==> config.mk <==
export PLATFORM = sky130hd
export DESIGN_NAME = joystick_packet_direction_decoder_unit
export DESIGN_NICKNAME = d
export VERILOG_FILES = /design/src/rtl/jpdd_pkg.sv /design/src/rtl/joystick_packet_direction_decoder_unit.sv
export SDC_FILE = /design/constraint.sdc
export NUM_CORES = 1
export LEC_CHECK = 0
export ABC_AREA = 1
export ABC_CLOCK_PERIOD_IN_PS = 5500
export BUFFER_PORTS_ARGS = -buffer_cell sky130_fd_sc_hd__buf_2
export CAP_MARGIN = 20
export CORE_MARGIN = 2
export CORE_UTILIZATION = 63
export DETAILED_ROUTE_END_ITERATION = 6
export HOLD_SLACK_MARGIN = 0.15
export PLACE_DENSITY = 0.82
export SLEW_MARGIN = 20
export SYNTH_ARGS = -nofsm -noshare
export SYNTH_HDL_FRONTEND = slang
export SYNTH_SLANG_ARGS = --single-unit
==> constraint.sdc <==
create_clock -name aclk -period 5.5 [get_ports aclk]
set_clock_uncertainty 0.15 [all_clocks]
set_input_delay 0.825 -clock aclk [delete_from_list [all_inputs] [get_ports aclk]]
set_output_delay 0.825 -clock aclk [all_outputs]
set_load 0.01 [all_outputs]
==> src/rtl/jpdd_pkg.sv <==
`timescale 1ns / 1ps

package jpdd_pkg;

    // Command bytes recognized while no packet is in progress.
    localparam logic [7:0] CMD_RESET_BYTE = 8'h52;  // 'R'
    localparam logic [7:0] CMD_WIN_BYTE   = 8'h6F;  // 'o'

    // Configuration register indexes.
    localparam int unsigned CFG_INDEX_W = 3;
    localparam int unsigned CFG_DATA_W  = 16;
    localparam logic [CFG_INDEX_W-1:0] CFG_HEADER_FIRST  = 3'd0;
    localparam logic [CFG_INDEX_W-1:0] CFG_HEADER_SECOND = 3'd1;
    localparam logic [CFG_INDEX_W-1:0] CFG_STICK_CENTER  = 3'd2;
    localparam logic [CFG_INDEX_W-1:0] CFG_DEAD_ZONE     = 3'd3;
    localparam logic [CFG_INDEX_W-1:0] CFG_HOLD_INTERVAL = 3'd4;

    // Register values after reset.
    localparam logic [7:0]  HEADER_FIRST_RESET  = 8'd170;
    localparam logic [7:0]  HEADER_SECOND_RESET = 8'd85;
    localparam logic [15:0] STICK_CENTER_RESET  = 16'd512;
    localparam logic [15:0] DEAD_ZONE_RESET     = 16'd100;
    localparam logic [15:0] HOLD_INTERVAL_RESET = 16'd110;

    // Byte positions inside a packet.
    localparam logic [2:0] POS_IDLE   = 3'd0;
    localparam logic [2:0] POS_HEADER = 3'd1;
    localparam logic [2:0] POS_X_LO   = 3'd2;
    localparam logic [2:0] POS_X_HI   = 3'd3;
    localparam logic [2:0] POS_Y_LO   = 3'd4;
    localparam logic [2:0] POS_Y_HI   = 3'd5;
    localparam logic [2:0] POS_SPARE  = 3'd6;
    localparam logic [2:0] POS_CHECK  = 3'd7;

    typedef enum logic [2:0] {
        DIR_CENTERED = 3'd0,
        DIR_NORTH    = 3'd1,
        DIR_SOUTH    = 3'd2,
        DIR_EAST     = 3'd3,
        DIR_WEST     = 3'd4
    } dir_t;

    // One result item; packs into m_tdata with direction in the lowest bits.
    typedef struct packed {
        logic win_event;
        logic reset_event;
        logic packet_good;
        logic packet_done;
        dir_t direction;
    } result_t;

    localparam int unsigned S_TDATA_W = 40;
    localparam int unsigned M_TDATA_W = 8;

endpackage

==> src/rtl/joystick_packet_direction_decoder_unit.sv <==
`timescale 1ns / 1ps

// Each result is registered onto m_tdata in the cycle after its byte transfer.
// Throughput: one byte per cycle unless m_tready stalls; the single result register
// is refilled as it is drained, so s_tready follows m_tready when a result is held.
// Reset: synchronous, active low on aresetn; clears the packet position, checksum,
// axis values and direction history, and restores the configuration defaults.
module joystick_packet_direction_decoder_unit (
    input  logic                                aclk,
    input  logic                                aresetn,
    // Input stream. s_tdata fields from bit 0: rx_byte[7:0], time_ms[39:8].
    input  logic                                s_tvalid,
    output logic                                s_tready,
    input  logic [jpdd_pkg::S_TDATA_W-1:0]      s_tdata,
    // Result stream. m_tdata fields from bit 0: direction[2:0], packet_done[3],
    // packet_good[4], reset_event[5], win_event[6], zero[7].
    output logic                                m_tvalid,
    input  logic                                m_tready,
    output logic [jpdd_pkg::M_TDATA_W-1:0]      m_tdata,
    // Configuration write channel.
    input  logic                                cfg_valid,
    output logic                                cfg_ready,
    input  logic [jpdd_pkg::CFG_INDEX_W-1:0]    cfg_index,
    input  logic [jpdd_pkg::CFG_DATA_W-1:0]     cfg_data
);
    import jpdd_pkg::*;

    // Configuration registers.
    logic [7:0]  header_first_reg;
    logic [7:0]  header_second_reg;
    logic [15:0] stick_center_reg;
    logic [15:0] dead_zone_reg;
    logic [15:0] hold_interval_reg;

    // Packet parsing state.
    logic [2:0]  byte_position_reg,  byte_position_next;
    logic [7:0]  running_check_reg,  running_check_next;
    logic [15:0] x_raw_reg,          x_raw_next;
    logic [15:0] y_raw_reg,          y_raw_next;
    dir_t        prev_dir_reg,       prev_dir_next;
    logic [31:0] prev_time_reg,      prev_time_next;

    // Result register.
    logic        m_tvalid_reg;
    result_t     result_reg,         result_next;

    logic        s_xfer;
    logic [7:0]  rx_byte;
    logic [31:0] time_ms;

    // Stick classification signals.
    logic [16:0] dx;
    logic [16:0] dy;
    logic [16:0] ax;
    logic [16:0] ay;
    logic [16:0] dz_ext;
    dir_t        stick_dir;
    logic [31:0] elapsed;
    logic        hold_passed;

    assign rx_byte  = s_tdata[7:0];
    assign time_ms  = s_tdata[39:8];

    // The result register can take a new item whenever it is empty or being drained.
    assign s_tready  = !m_tvalid_reg || m_tready;
    assign s_xfer    = s_tvalid && s_tready;
    assign cfg_ready = 1'b1;

    assign m_tvalid = m_tvalid_reg;
    assign m_tdata  = {1'b0, result_reg};

    // Configuration writes. Indexes beyond the register list are ignored.
    always_ff @(posedge aclk) begin
        if (!aresetn) begin
            header_first_reg  <= HEADER_FIRST_RESET;
            header_second_reg <= HEADER_SECOND_RESET;
            stick_center_reg  <= STICK_CENTER_RESET;
            dead_zone_reg     <= DEAD_ZONE_RESET;
            hold_interval_reg <= HOLD_INTERVAL_RESET;
        end else if (cfg_valid && cfg_ready) begin
            unique case (cfg_index)
                CFG_HEADER_FIRST:  header_first_reg  <= cfg_data[7:0];
                CFG_HEADER_SECOND: header_second_reg <= cfg_data[7:0];
                CFG_STICK_CENTER:  stick_center_reg  <= cfg_data;
                CFG_DEAD_ZONE:     dead_zone_reg     <= cfg_data;
                CFG_HOLD_INTERVAL: hold_interval_reg <= cfg_data;
                default: ;
            endcase
        end
    end

    // Centered offsets are taken at 17 bits so no value saturates. The magnitude
    // of a 17-bit difference of two 16-bit values always fits in 16 bits.
    always_comb begin
        dx     = {1'b0, x_raw_reg} - {1'b0, stick_center_reg};
        dy     = {1'b0, y_raw_reg} - {1'b0, stick_center_reg};
        ax     = dx[16] ? (17'd0 - dx) : dx;
        ay     = dy[16] ? (17'd0 - dy) : dy;
        dz_ext = {1'b0, dead_zone_reg};
        if (ax <= dz_ext && ay <= dz_ext) begin
            stick_dir = DIR_CENTERED;
        end else if (ay > ax) begin
            stick_dir = dy[16] ? DIR_NORTH : DIR_SOUTH;
        end else begin
            // Ties between the axes go to X.
            stick_dir = dx[16] ? DIR_WEST : DIR_EAST;
        end
    end

    // Elapsed time wraps modulo 2^32 along with the millisecond counter.
    assign elapsed     = time_ms - prev_time_reg;
    assign hold_passed = elapsed >= {16'd0, hold_interval_reg};

    // Per-byte parser: one decision per accepted byte.
    always_comb begin
        byte_position_next = byte_position_reg;
        running_check_next = running_check_reg;
        x_raw_next         = x_raw_reg;
        y_raw_next         = y_raw_reg;
        prev_dir_next      = prev_dir_reg;
        prev_time_next     = prev_time_reg;
        result_next        = '0;
        result_next.direction = DIR_CENTERED;

        unique case (byte_position_reg)
            POS_IDLE: begin
                // Command bytes take priority over the first header byte.
                if (rx_byte == CMD_RESET_BYTE) begin
                    result_next.reset_event = 1'b1;
                end else if (rx_byte == CMD_WIN_BYTE) begin
                    result_next.win_event = 1'b1;
                end else if (rx_byte == header_first_reg) begin
                    running_check_next = rx_byte;
                    byte_position_next = POS_HEADER;
                end
            end
            POS_HEADER: begin
                // A repeated first header byte restarts the hunt in place.
                if (rx_byte == header_second_reg) begin
                    running_check_next = running_check_reg ^ rx_byte;
                    byte_position_next = POS_X_LO;
                end else if (rx_byte == header_first_reg) begin
                    running_check_next = rx_byte;
                end else begin
                    byte_position_next = POS_IDLE;
                end
            end
            POS_X_LO, POS_X_HI, POS_Y_LO, POS_Y_HI, POS_SPARE: begin
                if (byte_position_reg == POS_X_LO) x_raw_next[7:0]  = rx_byte;
                if (byte_position_reg == POS_X_HI) x_raw_next[15:8] = rx_byte;
                if (byte_position_reg == POS_Y_LO) y_raw_next[7:0]  = rx_byte;
                if (byte_position_reg == POS_Y_HI) y_raw_next[15:8] = rx_byte;
                running_check_next = running_check_reg ^ rx_byte;
                byte_position_next = byte_position_reg + 3'd1;
            end
            POS_CHECK: begin
                result_next.packet_done = 1'b1;
                byte_position_next      = POS_IDLE;
                if (running_check_reg == rx_byte) begin
                    result_next.packet_good = 1'b1;
                    if (stick_dir != DIR_CENTERED) begin
                        // Report a new direction at once; repeat one only after
                        // the hold interval has passed.
                        if (stick_dir != prev_dir_reg || hold_passed) begin
                            result_next.direction = stick_dir;
                            prev_dir_next         = stick_dir;
                            prev_time_next        = time_ms;
                        end
                    end else begin
                        // A centered stick forgets the last direction.
                        prev_dir_next = DIR_CENTERED;
                    end
                end
            end
            default: ;
        endcase
    end

    always_ff @(posedge aclk) begin
        if (!aresetn) begin
            byte_position_reg <= POS_IDLE;
            running_check_reg <= '0;
            x_raw_reg         <= '0;
            y_raw_reg         <= '0;
            prev_dir_reg      <= DIR_CENTERED;
            prev_time_reg     <= '0;
            m_tvalid_reg      <= 1'b0;
        end else begin
            if (s_xfer) begin
                byte_position_reg <= byte_position_next;
                running_check_reg <= running_check_next;
                x_raw_reg         <= x_raw_next;
                y_raw_reg         <= y_raw_next;
                prev_dir_reg      <= prev_dir_next;
                prev_time_reg     <= prev_time_next;
                m_tvalid_reg      <= 1'b1;
            end else if (m_tready) begin
                m_tvalid_reg      <= 1'b0;
            end
        end
    end

    // Result payload needs no reset; it is only seen while m_tvalid is high.
    always_ff @(posedge aclk) begin
        if (s_xfer) begin
            result_reg <= result_next;
        end
    end

endmodule

==> results of run 1 <==
-- critical path, delay by kind of cell, from the launching register on --
kind	cells	cell delay [ps]
compound gates	4	570
xor+xnor	1	310
fa+ha+maj	3	920
buf+inv	6	600
flops	1	310
simple gates	24	2160
-- logic make-up (layout without fill, tap and decap cells) --
| kind of cell | count (synthesis) | in the layout |
|---|---|---|
| buffers and inverters | 379 | 442 |
| and+or+nand+nor | 972 | 972 |
| other | 2 | 2 |
| xor gates and xnor gates | 64 | 64 |
| adders and majority gates | 139 | 139 |
| DFF | 150 | 150 |
| AOI/OAI and AO/OA | 330 | 330 |
-- final cells by class --
type,count,area share [%]
clock buffers,21,3.39
clock inverters,11,0.962
inverters,330,8.90
multi-input cells,1507,59.0
flip-flops and latches,150,22.1
well taps,270,2.43
repair buffers,80,3.24
-- cell usage after synthesis (5+ instances only) --
| cell type | count |
|---|---|
| sky130_fd_sc_hd__a21oi_1 | 176 |
| sky130_fd_sc_hd__a31oi_1 | 5 |
| sky130_fd_sc_hd__buf_6 | 5 |
| sky130_fd_sc_hd__clkbuf_1 | 35 |
| sky130_fd_sc_hd__dfxtp_1 | 143 |
| sky130_fd_sc_hd__edfxtp_1 | 7 |
| sky130_fd_sc_hd__ha_1 | 136 |
| sky130_fd_sc_hd__inv_1 | 325 |
| sky130_fd_sc_hd__inv_2 | 5 |
| sky130_fd_sc_hd__nand2_1 | 532 |
| sky130_fd_sc_hd__nand2_2 | 9 |
| sky130_fd_sc_hd__nand3_1 | 100 |
| sky130_fd_sc_hd__nand3b_1 | 19 |
| sky130_fd_sc_hd__nand4_1 | 32 |
| sky130_fd_sc_hd__nor2_1 | 228 |
| sky130_fd_sc_hd__nor3_1 | 19 |
| sky130_fd_sc_hd__nor4_1 | 5 |
| sky130_fd_sc_hd__o211ai_1 | 7 |
| sky130_fd_sc_hd__o21ai_0 | 115 |
| sky130_fd_sc_hd__or2_2 | 13 |
| sky130_fd_sc_hd__xnor2_1 | 17 |
| sky130_fd_sc_hd__xor2_1 | 46 |
-- final timing paths --
kind                        startpoint                       endpoint  slack [ps]  depth (start not counted)
max          x_raw_reg[0]$_SDFFE_PN0P_  prev_time_reg[3]$_SDFFE_PN0P_         370                         38
min          x_raw_reg[6]$_SDFFE_PN0P_      x_raw_reg[6]$_SDFFE_PN0P_         300                          2
max reg2reg  x_raw_reg[0]$_SDFFE_PN0P_  prev_time_reg[3]$_SDFFE_PN0P_         370                         38
min reg2reg  x_raw_reg[6]$_SDFFE_PN0P_      x_raw_reg[6]$_SDFFE_PN0P_         300                          2
-- routing by layer --
layer  vias to the layer above  track usage, %  wire length [um]
met5                         -               0                 0
met4                         0            10.1               943
met3                        72            5.31              3180
met2                       537            51.3             15800
met1                      5986            47.6             16200
li1                       6607               -                 -
-- timing repair --
item / in CTS / in global routing
setup buffers: 0 / 5
endpoints found under the setup margin: 0 / 38
gates resized for setup: 0 / 4
-- power breakdown --
group          switching [mW]  leakage, nW  internal (mW)
sequential            0.00901         1.23           1.11
clock                   0.502        0.296          0.717
combinational           0.667         5.64          0.357
-- metrics by stage --
stage / utilization [%] / hold slack, ps / setup slack, ps / area [sq um] / std cells
after CTS: 69.0 / 303 / 169 / 13800 / 2363
after global routing: 69.5 / 328 / -13.5 / 13900 / 2369
final: 69.5 / 302 / 371 / 13900 / 2369
after global placement: 66.0 / 291 / 311 / 13200 / 2331
after floorplan: - / 277 / 1120 / 12700 / 2036
after detailed placement: 66.0 / 294 / 191 / 13200 / 2331
==> run summary, run 1 <==
The first global-routing pass estimated 57,600 um of wire. The core footprint is 0.0200 sq mm, and the y dimension of the die is 146 um. The area growth from synthesis to layout is 9.28%. For the final wirelength, the log shows 36,100 um. The run finished with clean final reports. The tools report the nature of the critical path endpoint as a register. The hold buffer count at cts came out at 0.

The leading cell type in the layout, fill and taps excluded is sky130_fd_sc_hd__nand2_1. Share of the synthesized area in compound gates (AO/OA/AOI/OAI): 13.8%. The element type at the critical path start is a register. The synthesized design contains 7 enable-type register cells.

Simple-gate portion of the synthesized area: 32.1%. Of all nets on the critical path, the largest fanout is 32. In the final layout, flip-flops and latches occupy 0.00307 sq mm. The logs give 150 for the number of sinks handled by clock tree synthesis and 75 for the I/O pin count. The H-tree was split into 4 levels. The netlist uses 46 different library cells. For the initial antenna violation count, the log shows 1. Row generation in the floorplan step produced 52 rows. By area the synthesized netlist is led by sky130_fd_sc_hd__dfxtp_1 (22%), sky130_fd_sc_hd__nand2_1 (16%), sky130_fd_sc_hd__ha_1 (13%), sky130_fd_sc_hd__inv_1 (9.6%), sky130_fd_sc_hd__a21oi_1 (6.9%). The logs give 11.7k for the via count of the first global-routing pass and 1,255 for the DRC violation total after the first TritonRoute iteration. The detail route stage leaves a number of antenna-violating nets equal to 0.

After synthesis, the largest family of logic cells by area is simple AND/OR/NAND/NOR gates. The library cells used most frequently in the layout, excluding fill and tap cells, are sky130_fd_sc_hd__nand2_1 (532), sky130_fd_sc_hd__inv_1 (325), sky130_fd_sc_hd__nor2_1 (228). The proportion of synthesized area in mux cells works out to 0%.

In the routed design, unresolved DRC markers number 0. Counting flops and latches in the post-synthesis netlist gives 150. Counting the buffers created by CTS gives 17. The critical path is of the reg2reg type. Data required time at the worst endpoint: 5680 ps.

The synthesized netlist devotes 4.46% of its cell area to XOR and XNOR gates. The register with the most flip-flops in the layout has 32 of them. Entering global routing, the biggest net connects 106 pins. The number of nets handed over by synthesis was 2,239.

Global routing used 33.2% of the available tracks across all layers. TritonCTS built the clock tree. Of the synthesized area, sequential elements account for 24.1%. The actual transition at the worst max-transition pin is 1030 ps, and the arrival time of the worst setup path is 5300 ps.

The tools report the count of max-cap constraint violations as 0. The floorplan step set the die width to 146 um. The number of iterations in the first detailed-routing pass came out at 7. After layout, the minimum clock period comes to 5130 ps. The last weighted congestion value of the routability-driven placer came out at 0.991. The ratio of cells with drive above 1 in the final layout is 7.38%. The run gives 7.17 nW as the leakage power. The number of endpoints with negative hold slack in the final report was 0; the footprint of the multi-input gates was 0.00822 sq mm.

Dividing total power by cell area gives a power density of 242 mW/mm^2. Clock root buffer: sky130_fd_sc_hd__clkbuf_16. The tools report the cell area after technology mapping as 0.0127 sq mm.

The upper clock frequency limit was 0.195 GHz; the count of input and output buffers was 72. The average instance in the mapped netlist occupies 6.26 sq um. The proportion of netlist area held by the largest area contributor was 22.5%; the post-synthesis instance total was 2,036. The worst pin sits at a relative slew slack of 30.9%.

Using the TritonRoute via totals, the vias-per-cell ratio works out to 5.57. The largest individual stage delay along the critical path comes from the cell sky130_fd_sc_hd__fa_1. The synthesized netlist devotes 13.8% of its cell area to adder and majority cells. Final max-slew violation count: 0. After clock tree synthesis, the clock-pin slew on the worst setup and hold paths is 60 ps. The path category of the worst min-delay check is reg2reg. Number of nets in the layout: 2,289. Most common cell type on the critical path: sky130_fd_sc_hd__nand2_1.

Async set or reset register ratio after synthesis: 0%. The routed length per instance came out at 15.2 um. For this run the aggregate overflow at the end of global routing stands at 0. The Yosys step of the flow raised 0 warnings. Fill cells in the final layout number 1,846. The maximum clock insertion buffer count is 2. Antenna diode instance count: 0. Leading area contributor after synthesis: sky130_fd_sc_hd__dfxtp_1. The die area was 0.0214 sq mm.

Starting utilization of the core area: 63.6%. The final period utilization was 93.2%. For this run, the leading register cell type out of synthesis is sky130_fd_sc_hd__dfxtp_1. The highest cell delay on the worst timing path works out to 400 ps. The tools report the vias after detailed routing as 13.2k.

Detailed placement finished with a half-perimeter wire length of 27,900 um. Setup violations remaining at the end of the flow were counted as 0. The tools report the total power as 3.37 mW. For the accumulated negative setup slack, the log shows 0 ps. Across the VDD grid, the largest voltage drop is 0.259 mV.

For the clock network latency to the later pin of the worst-skew pair, the log shows 440 ps.
No activity file was read; power rests on OpenSTA's default activity.
==> run 2: changes to the inputs <==
--- a/config.mk
+++ b/config.mk
@@ -16,2 +16,3 @@
 export PLACE_DENSITY = 0.82
+export SKIP_LAST_GASP = 1
 export SLEW_MARGIN = 20
==> constraint.sdc (replaced) <==
create_clock -name aclk -period 5.5 [get_ports aclk]
set_clock_uncertainty 0.15 [all_clocks]
set_input_delay 1.1 -clock aclk [delete_from_list [all_inputs] [get_ports aclk]]
set_output_delay 1.1 -clock aclk [all_outputs]
set_load 0.01 [all_outputs]
==> run 2 against run 1 <==
  * Utilization increased by 0.46 points
  * First-iteration DRC count decreased by 11%
  * Power decreased by 0.54%
  * Critical path type unchanged
  * Largest power group unchanged
==> run summary, run 2 (same netlist as run 1, synthesis figures left out) <==
After legalization and detailed placement, the total HPWL measured 27,800 um. The final max-slew violation count is 0. At the worst endpoint, the required time is 5720 ps. The tightest slew margin relative to the limit is 26.2%.

The H-tree was split into 4 levels. Number of cells on the worst reg-to-reg path: 37. Across all hold checks on the routed design, the worst slack comes to 310 ps.

The number of flip-flops in the largest register was 32. Once detail routing completed, the nets flagged for antenna violations numbered 0. The net count of the finished layout is 2,293. The tools report the element type at the critical path start as a register.

The tools report the total power as 3.35 mW. The worst hold path was traced through 2 stages. In this run the static leakage power is 7.20 nW. The actual transition at the worst max-transition pin is 1110 ps, and the global-route track usage on met3 is 4.03%. The ratio of cells with drive above 1 in the final layout was 8.08%. The clock root buffer is sky130_fd_sc_hd__clkbuf_16.

The final period utilization works out to 94.7%. Summed over all layers, the routed wires come to 37,000 um. The tools report the setup violation total in the final timing report as 0.

Leaving out fill and tap cells, the most frequent cell in the layout is sky130_fd_sc_hd__nand2_1. The tools report the die area as 0.0214 sq mm. The arrival time of the worst setup path came out at 5430 ps.

The highest cell delay on the worst timing path came out at 320 ps. The routed design could run at a clock period as short as 5210 ps. The clock net in this run drives a total of 150 sinks. Before CTS, the worst setup slack after placement is 283 ps.

At the later pin of the worst-skew pair, clock insertion delay measures 440 ps. DRC violation total after the first TritonRoute iteration: 1,123. Across every metal layer, demand over resource in global routing totals 33.1%. The run gives 11.5k as the via count of the first global-routing pass.

The end of the worst register-to-register path was prev_time_reg[23]$_SDFFE_PN0P_. The worst register-to-register path begins at x_raw_reg[0]$_SDFFE_PN0P_. The tool flagged a number of max-cap violations equal to 0. Number of buffers inserted during clock tree synthesis: 17. VDD sags by at most 0.243 mV. The first global-routing pass estimated 57,500 um of wire.

Setup slack closes at 290 ps. Combinational logic burns 30.9% of the power. The count of buffers added on input and output ports is 72. Summed over all failing endpoints, the final setup total negative slack is 0 ps. The initial antenna violation count came out at 0. Startpoint of the most critical hold path: x_raw_reg[7]$_SDFFE_PN0P_.

In this run the power spent charging and discharging nets is 1.18 mW. For the cell-internal power, the log shows 2.17 mW. The switching part of the total power was 35.3%; the via density per instance was 5.57.

In this run the vertical extent of the chip is 146 um. TritonCTS built the clock tree. The global routing stage identified its most utilized layer as met2. The longest clock path from root to sink contains 2 buffers. Total power per unit cell area: 239 mW/mm^2. The min-delay analysis places its worst path in the category reg2reg. Derived from the worst setup path, the maximum achievable clock frequency is 0.192 GHz.

Once placement completed, the tool counted placed cells totaling 2,333. The chip width is 146 um. In the layout the commonest cells are sky130_fd_sc_hd__nand2_1 (527), sky130_fd_sc_hd__inv_1 (325), sky130_fd_sc_hd__nor2_1 (226).

Summing over every cut layer, the via total after detailed routing is 13.2k. In the global route stage, met1 resource usage came out at 48.1%. The terminating pin of the worst hold path is x_raw_reg[7]$_SDFFE_PN0P_. On the critical path, the stage with the largest delay is an instance of sky130_fd_sc_hd__xor2_1. For this run, global-route usage on met2 was measured as 51.7%. The routed length per instance works out to 15.6 um. The core region is 0.0200 sq mm. Excluding fillers, the count of instances in the completed layout stands at 2,374.

The I/O pin count is 75. For the last weighted congestion value of the routability-driven placer, the log shows 0.979. Before antenna repair, the detailed router went through 5 iterations. Across all register-to-register paths, the minimum setup slack is 290 ps. The total overflow left after global routing is 0. The run finished with clean final reports.

The number of filler cells placed in the layout is 1,803, and the fraction of power consumed by the clock network is 35.5%. The critical path class is reg2reg. The tools report the starting utilization of the core area as 63.6%.

The area growth from synthesis to layout is 10.0%. The cell that appears most often on the critical path is sky130_fd_sc_hd__nand2_1. The run gives 52 as the row count. Entering global routing, the biggest net connects 65 pins. The register clock-pin slew on the reported worst setup and hold paths is 70 ps, and the largest fanout of any net on the critical path is 8.

The logs give 0 for the number of endpoints with negative hold slack in the final report and 0 for the number of remaining DRC errors. The tools report the portion of total power attributed to sequential cells as 33.6%. STA classifies the critical path endpoint as a register.
[run 2: worst max-delay path: cells and delay by family (launching register included)]
family,cells,cell delay [ps]
buf+inv,4,630
xor+xnor,1,320
simple gates,24,2150
compound gates,5,830
flops,1,300
fa+ha+maj,3,750
[run 2: cell type report]
class	count	area (sq um)	area share [%]
multi-input combinational	1507	8250	58.8
timing repair buffer	84	523	3.73
sequential	150	3070	21.9
clock inverter	12	144	1.03
clock buffer	20	447	3.19
antenna	1	2.50	0.0179
inverter	330	1240	8.84
tap	270	338	2.41
[run 2: power groups by stage]
| stage | combinational, mW | clock [mW] | sequential (mW) |
|---|---|---|---|
| floorplan | 0.737 | 0 | 1.15 |
| global placement | 0.963 | 0 | 1.15 |
| detailed placement | 0.990 | 0 | 1.15 |
| CTS | 0.999 | 1.20 | 1.12 |
| global route | 1.16 | 1.24 | 1.13 |
| finish | 1.03 | 1.19 | 1.12 |
[run 2: worst max path at each step]
| stage | startpoint | end | slack, ps | depth (start not counted) |
|---|---|---|---|---|
| 3_3_place_gp | x_raw_reg[0]$_SDFFE_PN0P_ | prev_time_reg[28]$_SDFFE_PN0P_ | 400 | 39 |
| 5_1_grt | stick_center_reg[7]$_SDFFE_PN0P_ | prev_time_reg[24]$_SDFFE_PN0P_ | -40 | 36 |
| 2_1_floorplan | x_raw_reg[0]$_SDFFE_PN0P_ | prev_time_reg[25]$_SDFFE_PN0P_ | 1120 | 35 |
| 3_5_place_dp | x_raw_reg[0]$_SDFFE_PN0P_ | prev_time_reg[25]$_SDFFE_PN0P_ | 280 | 36 |
| 4_1_cts | x_raw_reg[0]$_SDFFE_PN0P_ | prev_time_reg[18]$_SDFFE_PN0P_ | 260 | 36 |
| 6_report | x_raw_reg[0]$_SDFFE_PN0P_ | prev_time_reg[23]$_SDFFE_PN0P_ | 290 | 37 |
[run 2: repair_timing]
item | 4_1_cts | 5_1_grt
hold buffers | 0 | 0
endpoints found under the setup margin | 0 | 38
gates resized for setup | 0 | 16
buffers inserted | 0 | 3
[run 2: metrics by stage]
step | area, sq um | utilization, %
2_1_floorplan | 12700 | -
3_3_place_gp | 13200 | 66.1
3_5_place_dp | 13200 | 66.1
4_1_cts | 13800 | 69.0
5_1_grt | 14000 | 69.9
6_report | 14000 | 69.9
[run 2: metal layers]
metal / routed length, um / vias to the layer above / share of wire (%)
met4: 830 / 0 / 2.2
met1: 17000 / 6027 / 46
li1: - / 6606 / -
met2: 16000 / 521 / 43
met3: 3110 / 73 / 8.4
met5: 0 / - / 0
==> run 3: changes to the inputs <==
CORE_UTILIZATION = 62   (was 63)
PLACE_DENSITY = 0.81   (was 0.82)
==> run 3 against run 2 <==
  * Fmax rose by 1.4%
  * Critical path depth fell by 3
  * Die area rose by 1.6%
  * Combinational power barely moved
  * Utilization rose by 0.21 points
  * Hold slack got worse by 2.9 ps
  * Via count rose by 0.92%
  * Sequential power barely moved
  * Clock power barely moved
  * Largest power group unchanged
==> run summary, run 3 (same netlist as run 1, synthesis figures left out) <==
The run finished with clean final reports. The region available for standard cell placement spans 0.0202 sq mm. Summed over all nets, the half-perimeter wirelength after detailed placement is 28,700 um. The number of clock buffers added by TritonCTS is 17. The placed instances occupy a cell area of 0.0132 sq mm. The initial antenna violation count is 0, and the hold buffer count at cts is 0. The routed length per instance works out to 16.0 um.

The count of max-cap constraint violations is 0, and the number of flip-flops in the largest register is 32. The logs give 2 for the maximum clock insertion buffer count and 0 for the final max-slew violation count. The number of instances on the worst hold path is 2. The maximum ir drop on the vdd rail is 0.248 mV. The critical-path cell with the highest stage delay is sky130_fd_sc_hd__ha_1. For this run, the detailed router's first-pass iteration total came to 7.

For this run, the top clock speed supported by timing is 0.195 GHz. The starting utilization of the core area was 63.2%; the chip width was 147 um. The critical path class was reg2reg. For this run, design rule violations remaining after detail routing come to 0.

For this design the ratio of total power to cell area is 240 mW/mm^2. The leftover overflow at the end of global routing came out at 0. The final period utilization is 93.4%.

In the final layout, the share of cells above drive strength 1 is 9.19%. The tools report the vias after detailed routing as 13.3k. The number of cells on the worst reg-to-reg path works out to 34. The tools report the tightest slew margin relative to the limit as 31.3%. Kind of cell adding the most delay to the critical path: simple AND/OR/NAND/NOR gates.

Reg-to-reg setup timing slack: 360 ps. First-pass GRT wire length: 60,000 um. The startpoint identified for the worst hold timing path is x_raw_reg[7]$_SDFFE_PN0P_.

Terminating pin of the worst hold path: x_raw_reg[7]$_SDFFE_PN0P_. The final core area utilization was 70.1%. The cell sitting at the root of the clock tree is a sky130_fd_sc_hd__clkbuf_16.

In this run the critical register-to-register path is captured at prev_time_reg[14]$_SDFFE_PN0P_. The H-tree depth came out at 4. The first routing iteration left 1,400 violations. After clock tree synthesis, the clock-pin slew on the worst setup and hold paths is 70 ps. The clock period could shrink to 5140 ps.

The tools report the global-route total usage across every layer as 34.3%. Nature of the critical path endpoint: a register. By instance count, the cell type seen most on the critical path is sky130_fd_sc_hd__nand2_1. Of all nets on the critical path, the largest fanout is 8.

For the accumulated negative setup slack, the log shows 0 ps. The repair_antennas step left the layout with diodes totalling 0. The run gives 0 as the number of endpoints with negative hold slack in the final report. The worst setup path is launched from a register.

Dividing the detail-routed via count by the number of cells gives 5.61. TritonCTS built the clock tree. The launch point of the worst reg-to-reg path was stick_center_reg[9]$_SDFFE_PN1P_. Data on the critical path arrives at its endpoint at 5350 ps.

The highest cell delay on the worst timing path was 370 ps; the count of input and output buffers was 72. At the pin with the least slew margin, the transition time is 1020 ps. For the data required time at the worst endpoint, the log shows 5710 ps. The floorplan has 52 rows. Clock latency on the worst-skew pair, taken at its later pin, is 430 ps. Counting every sink on the clock net gives 150.

Counting both buffers and inverters, the worst setup path holds a total of 7. The total non-filler cell area in the finished layout is 0.0141 sq mm, and the leakage power is 7.23 nW. The run gives 0 as the remaining number of nets flagged by the antenna check after routing. Leaving out fill and tap cells, the most frequent cell in the layout is sky130_fd_sc_hd__nand2_1. The synthesis-to-layout area growth is 11.1%. Entering global routing, the biggest net connects 65 pins. The congestion estimate from routability-driven global placement came to 0.970.

The path class of the tightest hold or removal check is reg2reg. The logs give 0 for the setup violation total in the final timing report and 0.0217 sq mm for the die area. The final wirelength is 38,100 um.

The library cells used most frequently in the layout, excluding fill and tap cells, are sky130_fd_sc_hd__nand2_1 (527), sky130_fd_sc_hd__inv_1 (324), sky130_fd_sc_hd__nor2_1 (224). The run gives 12.1k as the via count of the first global-routing pass. 75 I/O pins were placed. The die is 147 um tall.

The number of nets in the layout is 2,301.
run 3: cell count changes in the layout (fill, tap and decap cells not counted), sizes merged:
cell,delta
buf,+8
bufinv,-2
clkbuf,-2
clkinv,+1
clkinvlp,+1
diode,-1
inv,+2
run 3: timing repair:
action,CTS,global route
setup buffers,0,11
endpoints found under the hold margin,0,0
endpoints found under the setup margin,0,38
resized for setup,0,32
run 3: how the worst max path moves through the flow:
stage | startpoint | to | slack [ps] | cells after the start
5_1_grt | stick_center_reg[7]$_SDFFE_PN0P_ | prev_time_reg[29]$_SDFFE_PN0P_ | -30 | 41
2_1_floorplan | x_raw_reg[0]$_SDFFE_PN0P_ | prev_time_reg[25]$_SDFFE_PN0P_ | 1120 | 35
3_5_place_dp | stick_center_reg[3]$_SDFFE_PN0P_ | prev_time_reg[10]$_SDFFE_PN0P_ | 160 | 34
3_3_place_gp | stick_center_reg[3]$_SDFFE_PN0P_ | prev_time_reg[29]$_SDFFE_PN0P_ | 300 | 34
6_report | stick_center_reg[9]$_SDFFE_PN1P_ | prev_time_reg[14]$_SDFFE_PN0P_ | 360 | 34
4_1_cts | stick_center_reg[9]$_SDFFE_PN1P_ | prev_time_reg[10]$_SDFFE_PN0P_ | 150 | 34
run 3: metal layers:
layer / track usage [%] / vias to the layer above / routed length (um)
li1: - / 6630 / -
met1: 49.3 / 6062 / 17100
met2: 52.2 / 579 / 16100
met3: 6.65 / 78 / 3840
met4: 10.6 / 0 / 1070
met5: 0 / - / 0
run 3: layout make-up:
class / count / area, sq um
inverter: 330 / 1240
timing repair buffer: 92 / 587
clock inverter: 14 / 156
fill: 1830 / 6020
sequential: 150 / 3070
multi-input combinational: 1507 / 8300
clock buffer: 18 / 450
tap: 270 / 338
run 3: per-stage QoR:
stage	cells	total power, mW	worst slack (ps)	hold slack (ps)
2_1_floorplan	2036	1.88	1120	277
3_3_place_gp	2332	2.12	304	291
3_5_place_dp	2332	2.15	163	294
4_1_cts	2364	3.34	154	305
5_1_grt	2381	3.57	-29.4	323
6_report	2381	3.39	362	307
run 3: power breakdown:
| group | switching [mW] | internal (mW) |
|---|---|---|
| clock | 0.569 | 0.634 |
| sequential | 0.00908 | 1.11 |
| combinational | 0.689 | 0.374 |
| total | 1.27 | 2.12 |
run 3: tightest hold or removal path, cell delays in order, from the launching register on:
cell	delay [ps]
sky130_fd_sc_hd__dfxtp_1	320
sky130_fd_sc_hd__inv_1	50
sky130_fd_sc_hd__a21oi_1	50
